**src/i2cmbe_pkg.sv**
```systemverilog
// Package for the I2C master bit engine: command codes, item widths and the
// packed result layout. No dependencies.
package i2cmbe_pkg;

  typedef logic [2:0] cmd_t;

  localparam cmd_t CMD_IDLE  = 3'd0;
  localparam cmd_t CMD_START = 3'd1;
  localparam cmd_t CMD_WRITE = 3'd2;
  localparam cmd_t CMD_READ  = 3'd3;
  localparam cmd_t CMD_STOP  = 3'd4;

  localparam int PHASE_W    = 5;
  localparam int BYTE_W     = 8;
  localparam int IN_DATA_W  = 16;
  localparam int OUT_DATA_W = 16;

  // Phase markers inside the write and read sequences
  localparam logic [PHASE_W-1:0] PH_BITS_END  = 5'd16;
  localparam logic [PHASE_W-1:0] PH_ACK_HIGH  = 5'd17;
  localparam logic [PHASE_W-1:0] PH_NACK_DRV  = 5'd17;
  localparam logic [PHASE_W-1:0] PH_NACK_HIGH = 5'd18;
  // Highest phase held between ticks: the read's final SCL low
  localparam logic [PHASE_W-1:0] PH_LAST      = 5'd19;

  // Result item, lowest bit last
  typedef struct packed {
    logic [BYTE_W-1:0] read_byte;
    logic              ack_received;
    logic              done_res;
    logic              busy_res;
    logic              sda_drive;
    logic              sda_level;
    logic              scl_level;
  } result_t;

endpackage

```
**src/i2c_master_bit_engine.sv**
```systemverilog
// Top level of the I2C master bit engine: one line phase per accepted item.
// Depends on i2cmbe_pkg for command codes and the result layout.
//
//  channel | direction | tdata (low bit up)                         | tuser
//  --------+-----------+--------------------------------------------+-----------
//  in_     | slave     | write_byte[7:0], sda_in[8], zero pad       | action[2:0]
//  out_    | master    | scl, sda, drive, busy, done, ack, byte[13:6]| -
//
// One item per cycle: the phase update is a single pass of logic from the
// state registers into the state and the result register, so an item may
// enter on every clock. The result register parts the two sides; a new item
// is taken while a result waits only if that result is taken in the same cycle.
// Synchronous active-low reset: idle, lines high and driven, no result pending.
// A stall on out_tready holds the result and drops in_tready; nothing is lost.
module i2c_master_bit_engine (
  input  logic                              clk,
  input  logic                              rst_n,
  input  logic                              in_tvalid,
  output logic                              in_tready,
  input  logic [i2cmbe_pkg::IN_DATA_W-1:0]  in_tdata,  // write_byte[7:0], sda_in[8]
  input  logic [2:0]                        in_tuser,  // action[2:0]
  output logic                              out_tvalid,
  input  logic                              out_tready,
  output logic [i2cmbe_pkg::OUT_DATA_W-1:0] out_tdata  // scl[0], sda[1], drive[2],
                                                       // busy[3], done[4], ack[5],
                                                       // read_byte[13:6]
);

  // Engine state
  i2cmbe_pkg::cmd_t                   cmd_r, cmd_nxt;
  logic [i2cmbe_pkg::PHASE_W-1:0]     phase_r, phase_nxt;
  logic [i2cmbe_pkg::BYTE_W-1:0]      shift_r, shift_nxt;
  logic [i2cmbe_pkg::BYTE_W-1:0]      hold_r, hold_nxt;
  logic                               ack_r, ack_nxt;
  logic                               scl_r, scl_nxt;
  logic                               sda_r, sda_nxt;
  logic                               drv_r, drv_nxt;

  // Result register
  i2cmbe_pkg::result_t                res_r, res_nxt;
  logic                               out_valid_r;

  logic                               in_accept;
  logic [2:0]                         action;
  logic [i2cmbe_pkg::BYTE_W-1:0]      write_byte;
  logic                               sda_in;
  logic                               done;

  assign action     = in_tuser;
  assign write_byte = in_tdata[7:0];
  assign sda_in     = in_tdata[8];

  // Take an item when the result slot is empty or drains this cycle
  assign in_tready  = !out_valid_r || out_tready;
  assign in_accept  = in_tvalid && in_tready;

  always_comb begin
    i2cmbe_pkg::cmd_t               cmd_v;
    logic [i2cmbe_pkg::PHASE_W-1:0] ph;
    cmd_v     = cmd_r;
    ph        = phase_r;
    shift_nxt = shift_r;
    hold_nxt  = hold_r;
    ack_nxt   = ack_r;
    scl_nxt   = scl_r;
    sda_nxt   = sda_r;
    drv_nxt   = drv_r;
    done      = 1'b0;

    // Latch a new command only while idle; unknown codes are plain ticks
    if (cmd_r == i2cmbe_pkg::CMD_IDLE &&
        action inside {[i2cmbe_pkg::CMD_START:i2cmbe_pkg::CMD_STOP]}) begin
      cmd_v = action;
      ph    = '0;
      if (action == i2cmbe_pkg::CMD_WRITE) begin
        shift_nxt = write_byte;
      end
    end

    case (cmd_v)
      i2cmbe_pkg::CMD_START: begin
        case (ph)
          5'd0: begin
            sda_nxt = 1'b1;
            drv_nxt = 1'b1;
          end
          5'd1: scl_nxt = 1'b1;
          5'd2: sda_nxt = 1'b0;
          default: begin
            scl_nxt = 1'b0;
            done    = 1'b1;
          end
        endcase
      end
      i2cmbe_pkg::CMD_WRITE: begin
        if (ph < i2cmbe_pkg::PH_BITS_END) begin
          if (!ph[0]) begin
            // SCL low, present the next bit MSB first
            scl_nxt = 1'b0;
            drv_nxt = 1'b1;
            sda_nxt = shift_nxt[i2cmbe_pkg::BYTE_W-1];
          end else begin
            scl_nxt   = 1'b1;
            shift_nxt = {shift_nxt[i2cmbe_pkg::BYTE_W-2:0], 1'b0};
          end
        end else if (ph == i2cmbe_pkg::PH_BITS_END) begin
          // Release SDA for the slave's ACK
          scl_nxt = 1'b0;
          drv_nxt = 1'b0;
        end else if (ph == i2cmbe_pkg::PH_ACK_HIGH) begin
          scl_nxt = 1'b1;
        end else begin
          // Sample ACK with SCL still high
          ack_nxt = !sda_in;
          scl_nxt = 1'b0;
          drv_nxt = 1'b1;
          done    = 1'b1;
        end
      end
      i2cmbe_pkg::CMD_READ: begin
        if (ph == '0) begin
          scl_nxt   = 1'b0;
          drv_nxt   = 1'b0;
          shift_nxt = '0;
        end else if (ph <= i2cmbe_pkg::PH_BITS_END) begin
          if (ph[0]) begin
            scl_nxt = 1'b1;
          end else begin
            shift_nxt = {shift_nxt[i2cmbe_pkg::BYTE_W-2:0], sda_in};
            scl_nxt   = 1'b0;
          end
        end else if (ph == i2cmbe_pkg::PH_NACK_DRV) begin
          drv_nxt = 1'b1;
          sda_nxt = 1'b1;
        end else if (ph == i2cmbe_pkg::PH_NACK_HIGH) begin
          scl_nxt = 1'b1;
        end else begin
          scl_nxt  = 1'b0;
          hold_nxt = shift_nxt;
          done     = 1'b1;
        end
      end
      i2cmbe_pkg::CMD_STOP: begin
        case (ph)
          5'd0: scl_nxt = 1'b0;
          5'd1: begin
            sda_nxt = 1'b0;
            drv_nxt = 1'b1;
          end
          5'd2: scl_nxt = 1'b1;
          default: begin
            sda_nxt = 1'b1;
            done    = 1'b1;
          end
        endcase
      end
      default: ;  // idle: hold the lines
    endcase

    // Advance the phase, or drop back to idle at the end of a command
    if (done) begin
      cmd_nxt   = i2cmbe_pkg::CMD_IDLE;
      phase_nxt = '0;
    end else if (cmd_v != i2cmbe_pkg::CMD_IDLE) begin
      cmd_nxt   = cmd_v;
      phase_nxt = ph + 5'd1;
    end else begin
      cmd_nxt   = cmd_v;
      phase_nxt = ph;
    end

    res_nxt.scl_level    = scl_nxt;
    res_nxt.sda_level    = sda_nxt;
    res_nxt.sda_drive    = drv_nxt;
    res_nxt.busy_res     = (cmd_nxt != i2cmbe_pkg::CMD_IDLE);
    res_nxt.done_res     = done;
    res_nxt.ack_received = ack_nxt;
    res_nxt.read_byte    = hold_nxt;
  end

  always_ff @(posedge clk) begin
    if (!rst_n) begin
      cmd_r       <= i2cmbe_pkg::CMD_IDLE;
      phase_r     <= '0;
      shift_r     <= '0;
      hold_r      <= '0;
      ack_r       <= 1'b0;
      scl_r       <= 1'b1;
      sda_r       <= 1'b1;
      drv_r       <= 1'b1;
      out_valid_r <= 1'b0;
    end else begin
      if (in_accept) begin
        cmd_r   <= cmd_nxt;
        phase_r <= phase_nxt;
        shift_r <= shift_nxt;
        hold_r  <= hold_nxt;
        ack_r   <= ack_nxt;
        scl_r   <= scl_nxt;
        sda_r   <= sda_nxt;
        drv_r   <= drv_nxt;
      end
      if (in_accept) begin
        out_valid_r <= 1'b1;
      end else if (out_tready) begin
        out_valid_r <= 1'b0;
      end
    end
  end

  // Result payload needs no reset
  always_ff @(posedge clk) begin
    if (in_accept) begin
      res_r <= res_nxt;
    end
  end

  assign out_tvalid = out_valid_r;
  assign out_tdata  = {{(i2cmbe_pkg::OUT_DATA_W - $bits(i2cmbe_pkg::result_t)){1'b0}}, res_r};

`ifndef SYNTHESIS
  // Idle always sits at phase zero
  a_idle_phase: assert property (@(posedge clk) disable iff (!rst_n)
    cmd_r == i2cmbe_pkg::CMD_IDLE |-> phase_r == '0)
    else $error("phase counter not cleared while idle");

  // No command runs past its last phase
  a_phase_bound: assert property (@(posedge clk) disable iff (!rst_n)
    phase_r <= i2cmbe_pkg::PH_LAST)
    else $error("phase counter beyond last phase");

  // A finished command reports idle in the same item
  a_done_idle: assert property (@(posedge clk) disable iff (!rst_n)
    out_valid_r && res_r.done_res |-> !res_r.busy_res)
    else $error("done reported while still busy");

  // Every accepted item leaves a result behind
  a_accept_result: assert property (@(posedge clk) disable iff (!rst_n)
    in_accept |=> out_valid_r)
    else $error("accepted item produced no result");
`endif

endmodule
```
**config.mk**
```make
export PLATFORM = sky130hd
export DESIGN_NAME = i2c_master_bit_engine
export DESIGN_NICKNAME = d
export VERILOG_FILES = /design/src/i2cmbe_pkg.sv /design/src/i2c_master_bit_engine.sv
export SDC_FILE = /design/constraint.sdc
export NUM_CORES = 1
export LEC_CHECK = 0
export BUFFER_PORTS_ARGS = -buffer_cell sky130_fd_sc_hd__buf_4
export CORE_UTILIZATION = 50
export CTS_CLUSTER_SIZE = 10
export DETAILED_ROUTE_END_ITERATION = 6
export PLACE_DENSITY = 0.84
export SLEW_MARGIN = 20
export SYNTH_ARGS = -nofsm -noshare
export SYNTH_HDL_FRONTEND = slang
export SYNTH_SLANG_ARGS = --single-unit
```
**constraint.sdc**
```tcl
create_clock -name clk -period 3 [get_ports clk]
set_input_delay 0.3 -clock clk [delete_from_list [all_inputs] [get_ports clk]]
set_output_delay 0.3 -clock clk [all_outputs]
set_load 0.01 [all_outputs]
```
# Yosys cells after proc, flatten, opt, wreduce, memory -nomap -nowiden
# Index checks and enable logic that the tools add are counted.
[op_classes]
eq_ne = 10
muxes = 62
addsub = 1
n_lt_le_gt_ge = 4
reduce_logical = 14
[op_table]
columns = ["cell", "count"]
rows = [
  ["$mux 8", 12],
  ["$mux 1", 36],
  ["$pmux 8 s2", 1],
  ["$eq 5x5->1 const B", 3],
  ["$mux 5", 3],
  ["$pmux 1 s4", 3],
  ["$eq 3x2->1 const B", 3],
  ["$pmux 1 s2", 4],
  ["$mux 3", 2],
  ["$reduce_bool 3->1", 2],
  ["$add 5x1->5 const B", 1],
  ["$eq 5x1->1 const B", 1],
  ["$eq 5x2->1 const B", 1],
  ["$le 5x5->1 const B", 1],
  ["$logic_not 5->1", 1],
  ["$lt 5x5->1 const B", 1],
  ["$reduce_or 2->1", 2],
  ["$eq 3x1->1 const B", 1],
  ["$eq 3x3->1 const B", 1],
  ["$ge 3x1->1 const B", 1],
  ["$le 3x3->1 const B", 1],
  ["$logic_and 1x1->1", 3],
  ["$logic_not 3->1", 1],
  ["$pmux 1 s3", 1],
  ["other kinds (4)", 5],
]
[totals]
elab_cells = 107
input_bits = 23
ff_bits = 43
out_inout_bits = 18

# Longest topological paths before layout
# Gate-level depths: netlist (run 1).
[depth]
ltp_word = 12
mapped_depth = 9
mapped_depth_nobuf = 6

# Least setup slack after synthesis (run 1)
# Ideal clock, no wire load.
[synth_path]
path_kind = "register to register"
from = "register phase_r[3] (netlist name)"
to = "register drv_r"
arrival_time_ps = 1847
period_less_slack_ps = 1962
path_slack_ps = 1038
path_stages_with_launch = 8
setup_time_ps = 115
path_cell_list = "dfxtp_1 > buf_6 > or3_1 > buf_2 > o311a_1 > a2111oi_2 > nand3_1 > o21a_1"
[synth_via]
elab_chain_cells = 6
elab_cells_between_ends = 16
classes_between = "order compare: 2; eq/ne: 3; mux: 10; reduce/logical: 1"
[synth_lines]
columns = ["item", "line", "text"]
rows = [
  ["start: declaration", "i2c_master_bit_engine.sv:31", "logic [i2cmbe_pkg::PHASE_W-1:0] phase_r, phase_nxt;"],
  ["start signal: assignment", "i2c_master_bit_engine.sv:195", "phase_r <= phase_nxt;"],
  ["$mux 5 (*)", "i2c_master_bit_engine.sv:71", "if (cmd_r == i2cmbe_pkg::CMD_IDLE &&"],
  ["branches (longest 4 deep; another with $le 5x5->1)", "-", ""],
  ["$pmux 1 s4 (*)", "i2c_master_bit_engine.sv:80", "case (cmd_v)"],
  ["named net drv_nxt", "i2c_master_bit_engine.sv:37", "logic drv_r, drv_nxt;"],
  ["end signal: assignment", "i2c_master_bit_engine.sv:201", "drv_r <= drv_nxt;"],
  ["end: declaration", "i2c_master_bit_engine.sv:37", ""],
]
# Mark *: on every way through the listed nets, which the timed path passes.
# A chain may end at the register's enable or synchronous reset.

==> results by group, run 1 <==
Run status
  • Status: complete, no violations

Drt
  • DRT antenna net count: 0
  • Drt total wl: 5530 µm
  • Vias per inst: 5.92
  • Via count: 2177
  • First-pass iteration count of the detailed router: 7
  • Wire length per cell: 15.0 µm
  • Iter 0 DRT Violations: 218
  • DRC Markers: 0

Yosys
  • Netlist Area Pre-Place: 2450 µm²
  • Top cells by area, synth: dfxtp_1, edfxtp_1, mux2i_1
  • Primary FF master, synth: dfxtp_1
  • Area share of the largest cell type after synthesis: 23.7%
  • Yosys warnings: 0
  • EDFF count, synth: 14
  • Yosys reg bits: 43
  • Sequential share of the synthesized area: 40.9%
  • Synth cell count leaders: nand2_1, dfxtp_1, o21ai_0
  • Cells after synthesis: 283
  • Syn Area/Cell: 8.64 µm²
  • Top-count cell post-synth: nand2_1
  • Async S/R FF share, synth: 0%
  • Post-synth top area cell: dfxtp_1
  • Unique cell type count in the Yosys netlist: 53

Final layout
  • Fillers: 424
  • Area of the multi-input gates: 1290 µm²
  • Nets: 323
  • Layout cells sized above 1: 17.9%
  • N_diodes: 0
  • Design Area, Final: 2810 µm²
  • Layout overhead on the synthesized area: 14.8%
  • Register Area: 1000 µm²

Setup path
  • Critical path's largest stage delay: 530 ps
  • CP top delay family: simple AND/OR/NAND/NOR gates
  • CP max-delay cell: nor3_2
  • Setup CP Type: reg -> reg
  • Critical path launch point type: register
  • Crit path buffers/inverters: 0
  • Crit path DAT: 2420 ps
  • Crit-path cells: nor3_2, nand3_2, o41ai_1, o21bai_1, nor3_1, nand2_1
  • Peak fanout along the critical path: 18
  • Setup crit end kind: register
  • Req. time, crit path: 3030 ps

STA
  • Final min period: 2390 ps
  • Worst-Margin Slew: 758 ps
  • Unrepaired setup endpoints after global routing: no
  • Final hold vios: 0
  • Fin Clk Skew: 3.95 ps
  • Peak clock frequency supported by timing: 418 MHz
  • Tcrit/Tclk final: 79.7%
  • Final Setup Violations: 0
  • Worst slew margin: 48.8%
  • Setup TNS: 0 ps
  • Pins over their slew limit: 0
  • Min Hold Slack: 264 ps

Die
  • Die width: 71.9 µm
  • Die Area: 5180 µm²
  • IO Pins: 41
  • Core ar.: 4720 µm²
  • DIE HEIGHT: 71.9 µm
  • Initial Utilization: 51.8%
  • Row cnt: 25

Clock network
  • CTS tree: yes
  • Clk slew on worst S/H paths: 80 ps
  • Post-CTS setup buffers: 0
  • Cts hold-fix bufs: 0
  • Root Buffer Master: clkbuf_8
  • Max clock buf depth: 2
  • TritonCTS buffer count: 5
  • CTS resizes: 0
  • Htree depth: 2
  • CTS sink cnt: 43
  • Clock Latency Late Sink: 290 ps

Power
  • Leak pwr: 1.04 nW
  • Worst vdd ir: 0.239 mV
  • Cell Pwr Density: 498 nW/µm²

Global routing
  • First-pass GRT wire length: 9030 µm
  • Initial antenna violation count: 0
  • Vias in the first global route: 1941
  • Total congestion overflow: 0
  • GRT Overall Usage: 22.2%
  • Pin count of the biggest net entering global routing: 29

Placed design
  • Port buffer count: 31
  • Area after DPL: 2680 µm²
  • HPWL Detailed: 3910 µm
  • Routability cong.: 0.932

Min path
  • HP Class: in -> reg

Flow run
  • Max Cap Viol: 0
[worst register-to-register path, stage by stage, from the launching register on]
cell and delay [ps]:
dfxtp_1 520, nor3_2 540, nand3_2 290, o41ai_1 240
o21bai_1 130, nor3_1 310, nand2_1 100
[cells in the final DEF, fill, tap and decap left out, types with 10 or more instances in the layout]
cell      netlist  routed
buf_4           2      34
nand2_1        33      33
dfxtp_1        29      29
o21ai_0        19      19
nor2_1         17      17
mux2i_1        16      16
edfxtp_1       14      14
inv_1          13      13
nand3_1        11      11
a21oi_1        10      10
a21boi_0       10      10
[power breakdown]
part | switching (W) | internal (W)
registers | 0.0000292 | 0.000627
logic | 0.000125 | 0.0000903
clock network | 0.000195 | 0.000333
[registers in the layout, indices dropped and copies added (netlist names)]
| name | count |
|---|---|
| ack_r | 1 |
| cmd_r | 3 |
| drv_r | 1 |
| hold_r | 8 |
| out_tdata | 14 |
| out_tvalid | 1 |
| phase_r | 5 |
| scl_r | 1 |
| sda_r | 1 |
| shift_r | 8 |
[path summary, 6_finish.rpt]
| kind | end | cells past startpoint | slack (ps) | start |
|---|---|---|---|---|
| setup / recovery | out_tdata[1] | 6 | 610 | cmd_r[2] |
| hold / removal | out_tvalid | 3 | 260 | in_tvalid |
| setup reg to reg | out_tdata[1] | 6 | 610 | cmd_r[2] |
| hold reg to reg | hold_r[2] | 2 | 470 | hold_r[2] |
[layout make-up]
| type | count | area share (%) |
|---|---|---|
| multi-input combinational | 203 | 45.8 |
| timing repair buffer | 34 | 9.09 |
| inverter | 13 | 1.74 |
| tap | 67 | 2.99 |
| clock buffer | 6 | 2.58 |
| clock inverter | 2 | 2.14 |
| sequential | 43 | 35.7 |
[per-stage QoR]
step	util (%)	setup WS, ps	power [W]	instances
floorplan	-	1040	0.000807	284
global placement	56.6	747	0.000876	360
detailed placement	56.6	695	0.000881	360
CTS	59.4	667	0.00140	368
global route	59.4	280	0.00146	368
finish	59.4	608	0.00140	368
[metal layers]
metal	global-route usage, %	up-vias	part of all wire [%]	routed length, µm
met2	38.2	87	49	2690
met3	4.17	6	5.7	314
met5	0	-	0	0
met4	6.32	0	0.98	54
li1	-	1060	-	-
met1	28.5	1024	45	2470
[logic make-up (layout without fill, tap and decap cells)]
kind of cell | Yosys count | after routing | synth area share (%)
compound gates | 74 | 74 | 21.7
flops | 43 | 43 | 40.9
mux | 17 | 17 | 7.01
buf+inv | 38 | 55 | 6.65
xor+xnor | 1 | 1 | 0.358
simple gates | 109 | 109 | 23.2
other cells | 1 | 2 | 0.153
(Power assumes the default switching activity.)
==> inputs of run 2 (changes only) <==
==> constraint.sdc (replaced) <==
create_clock -name clk -period 2.3 [get_ports clk]
set_input_delay 0.23 -clock clk [delete_from_list [all_inputs] [get_ports clk]]
set_output_delay 0.23 -clock clk [all_outputs]
set_load 0.01 [all_outputs]
==> run 2 against run 1 <==
Effect of this change:
- the flow now finishes with violations (DRC)
- die area unchanged
- fmax up 14%
- sequential share of layout area down 1.4 points
- non-clock buffer count up 16
- cell count up 4.3%
- count of clock-buffer cells in the layout up 1
- global-route usage up 1.1 points
- power up 29%
- clock power up 21%
- register-to-register slack worse by 410 ps
- design area up 4.1%
- sequential power up 29%
- critical path type unchanged
==> results by group, run 2 (synthesis results as in run 1) <==
STA
  • Worst Slack Setup Final: 200 ps (-408 ps)
  • Worst slew margin: 66.5% (+18 points)
  • Final Setup Violations: 0 (unchanged)
  • Tcrit/Tclk final: 91.3% (+12 points)
  • Setup TNS: 0 ps (unchanged)
  • Final hold vios: 0 (unchanged)
  • Pins over their slew limit: 0 (unchanged)
  • Worst-Margin Slew: 497 ps (-262 ps)
  • Peak clock frequency supported by timing: 476 MHz (+14%)
  • Fin Clk Skew: 4.24 ps (+0.295 ps)
  • Unrepaired setup endpoints after global routing: no
  • Final min period: 2100 ps (-292 ps)

Setup path
  • Reg-to-Reg Start: cmd_r[0]
  • Critical path launch point type: register
  • Crit path DAT: 2290 ps (-130 ps)
  • Peak fanout along the critical path: 13 (-5)
  • Setup CP Type: reg -> reg
  • Req. time, crit path: 2490 ps (-540 ps)
  • Setup crit end kind: register
  • R2r endpoint: phase_r[1]
  • Worst reg-to-reg setup slack: 200 ps (-410 ps)
  • Depth of the worst register-to-register path: 7 (+1)

Final layout
  • Area of the multi-input gates: 1290 µm² (unchanged)
  • N_diodes: 0 (unchanged)
  • Nets: 339 (+5.0%)
  • Commonest non-fill, non-tap cell in the layout: buf_4
  • Fillers: 397 (-6.4%)
  • Most frequent cells in the layout: buf_4, nand2_1, dfxtp_1, o21ai_0, nor2_1
  • Core Util, Final: 61.9% (+2.4 points)
  • Layout cells sized above 1: 22.1% (+4.1 points)
  • Layout overhead on the synthesized area: 19.5%
  • Register Area: 1000 µm² (unchanged)
  • Non-Filler Instances: 384 (+4.3%)
  • Max reg flops: 14 (unchanged)

Min path
  • Hold_sp: in_tvalid
  • Hold path endpoint: out_tvalid
  • Hold path cells: 3 (unchanged)
  • HP Class: in -> reg

Power
  • Pwr Total: 0.00180 W (+29%)
  • Leak pwr: 1.12 nW (+7.5%)
  • Worst vdd ir: 0.293 mV (+23%)
  • Cell Pwr Density: 615 nW/µm² (+24%)

Flow run
  • Max Cap Viol: 0 (unchanged)

Drt
  • Drt total wl: 5910 µm (+6.9%)
  • Via count: 2274 (+4.5%)
  • First-pass iteration count of the detailed router: 7 (unchanged)
  • Wire length per cell: 15.4 µm (+2.4%)
  • DRT antenna net count: 0 (unchanged)
  • Vias per inst: 5.92 (+0.10%)
  • DRC Markers: 2 (+2)
  • Iter 0 DRT Violations: 210 (-3.7%)

Global routing
  • GRT Overall Usage: 23.2% (+1.1 points)
  • Pin count of the biggest net entering global routing: 29 (unchanged)
  • Initial antenna violation count: 0 (unchanged)
  • First-pass GRT wire length: 9430 µm (+4.4%)
  • Total congestion overflow: 0 (unchanged)
  • Vias in the first global route: 1981 (+2.1%)

Placed design
  • Placed cells: 375 (+4.2%)
  • HPWL Detailed: 4070 µm (+4.1%)
  • Place WS: 146 ps (-549 ps)
  • Port buffer count: 31 (unchanged)
  • Routability cong.: 1.00 (+7.4%)

Clock network
  • Max clock buf depth: 2 (unchanged)
  • Root Buffer Master: clkbuf_8
  • Htree depth: 2 (unchanged)
  • CTS sink cnt: 43 (unchanged)
  • Clock Latency Late Sink: 290 ps (about the same)
  • CTS tree: yes
  • CTS resizes: 0 (unchanged)
  • TritonCTS buffer count: 5 (unchanged)
  • Clk slew on worst S/H paths: 80 ps (about the same)

Die
  • Row cnt: 25 (unchanged)
  • Core ar.: 4720 µm² (unchanged)
  • DIE HEIGHT: 71.9 µm (unchanged)
  • Die Area: 5180 µm² (unchanged)
  • Die width: 71.9 µm (unchanged)
  • Initial Utilization: 51.8% (unchanged)
  • IO Pins: 41 (unchanged)

Run status
  • Status: complete, but fails checks
  • Failing checks: DRC
-- run 2: cell types whose count changed in the layout (fill, tap and decap cells not counted), sizes merged --
cell	delta
buf	+16
clkbuf	+1
bufinv	-1
-- run 2: final cells by class --
cell class,count,share of cell area (%)
sequential,43,34.2
tap,67,2.87
inverter,13,1.67
clock buffer,7,3.34
clock inverter,1,1.03
timing repair buffer,50,12.8
multi-input combinational,203,44.0
-- run 2: how the worst max path moves through the flow --
stage                     startpoint    endpoint  slack [ps]  cells after the start
after floorplan           phase_r[3]       drv_r         340                      7
after global placement      cmd_r[2]  shift_r[2]         190                      7
after detailed placement    cmd_r[2]  shift_r[5]         150                      7
after CTS                   cmd_r[2]  shift_r[5]         140                      7
after global routing        cmd_r[2]  shift_r[5]          50                      8
final                       cmd_r[0]  phase_r[1]         200                      7
-- run 2: metal layers --
metal / share of wire (%) / up-vias / track usage, %
met5: 0 / - / 0
met4: 2.6 / 0 / 6.97
met3: 5.5 / 15 / 4.72
met2: 48 / 93 / 38.7
met1: 44 / 1079 / 30.6
li1: - / 1087 / -
-- run 2: repair_timing --
action                                  CTS  global route
hold buffers                              0             0
buffers inserted                          0             1
endpoints found under the setup margin    0             7
-- run 2: critical path, cell delays in order, from the launching register on --
cell     delay (ps)
dfxtp_1         580
nor3_2          150
nand3_2         160
o41ai_1         100
buf_4           170
o32ai_2         480
a21bo_2         300
nor2_1           70
-- run 2: where the power goes --
part | leakage (nW) | switching, W | internal (W)
logic | 0.685 | 0.000178 | 0.000136
registers | 0.374 | 0.0000274 | 0.000818
clock network | 0.0636 | 0.000250 | 0.000390
-- run 2: through the flow --
step	cell area, µm²	hold slack [ps]
floorplan	2450	369
detailed placement	2790	457
finish	2920	194
global placement	2790	450
CTS	2920	192
global route	2920	224
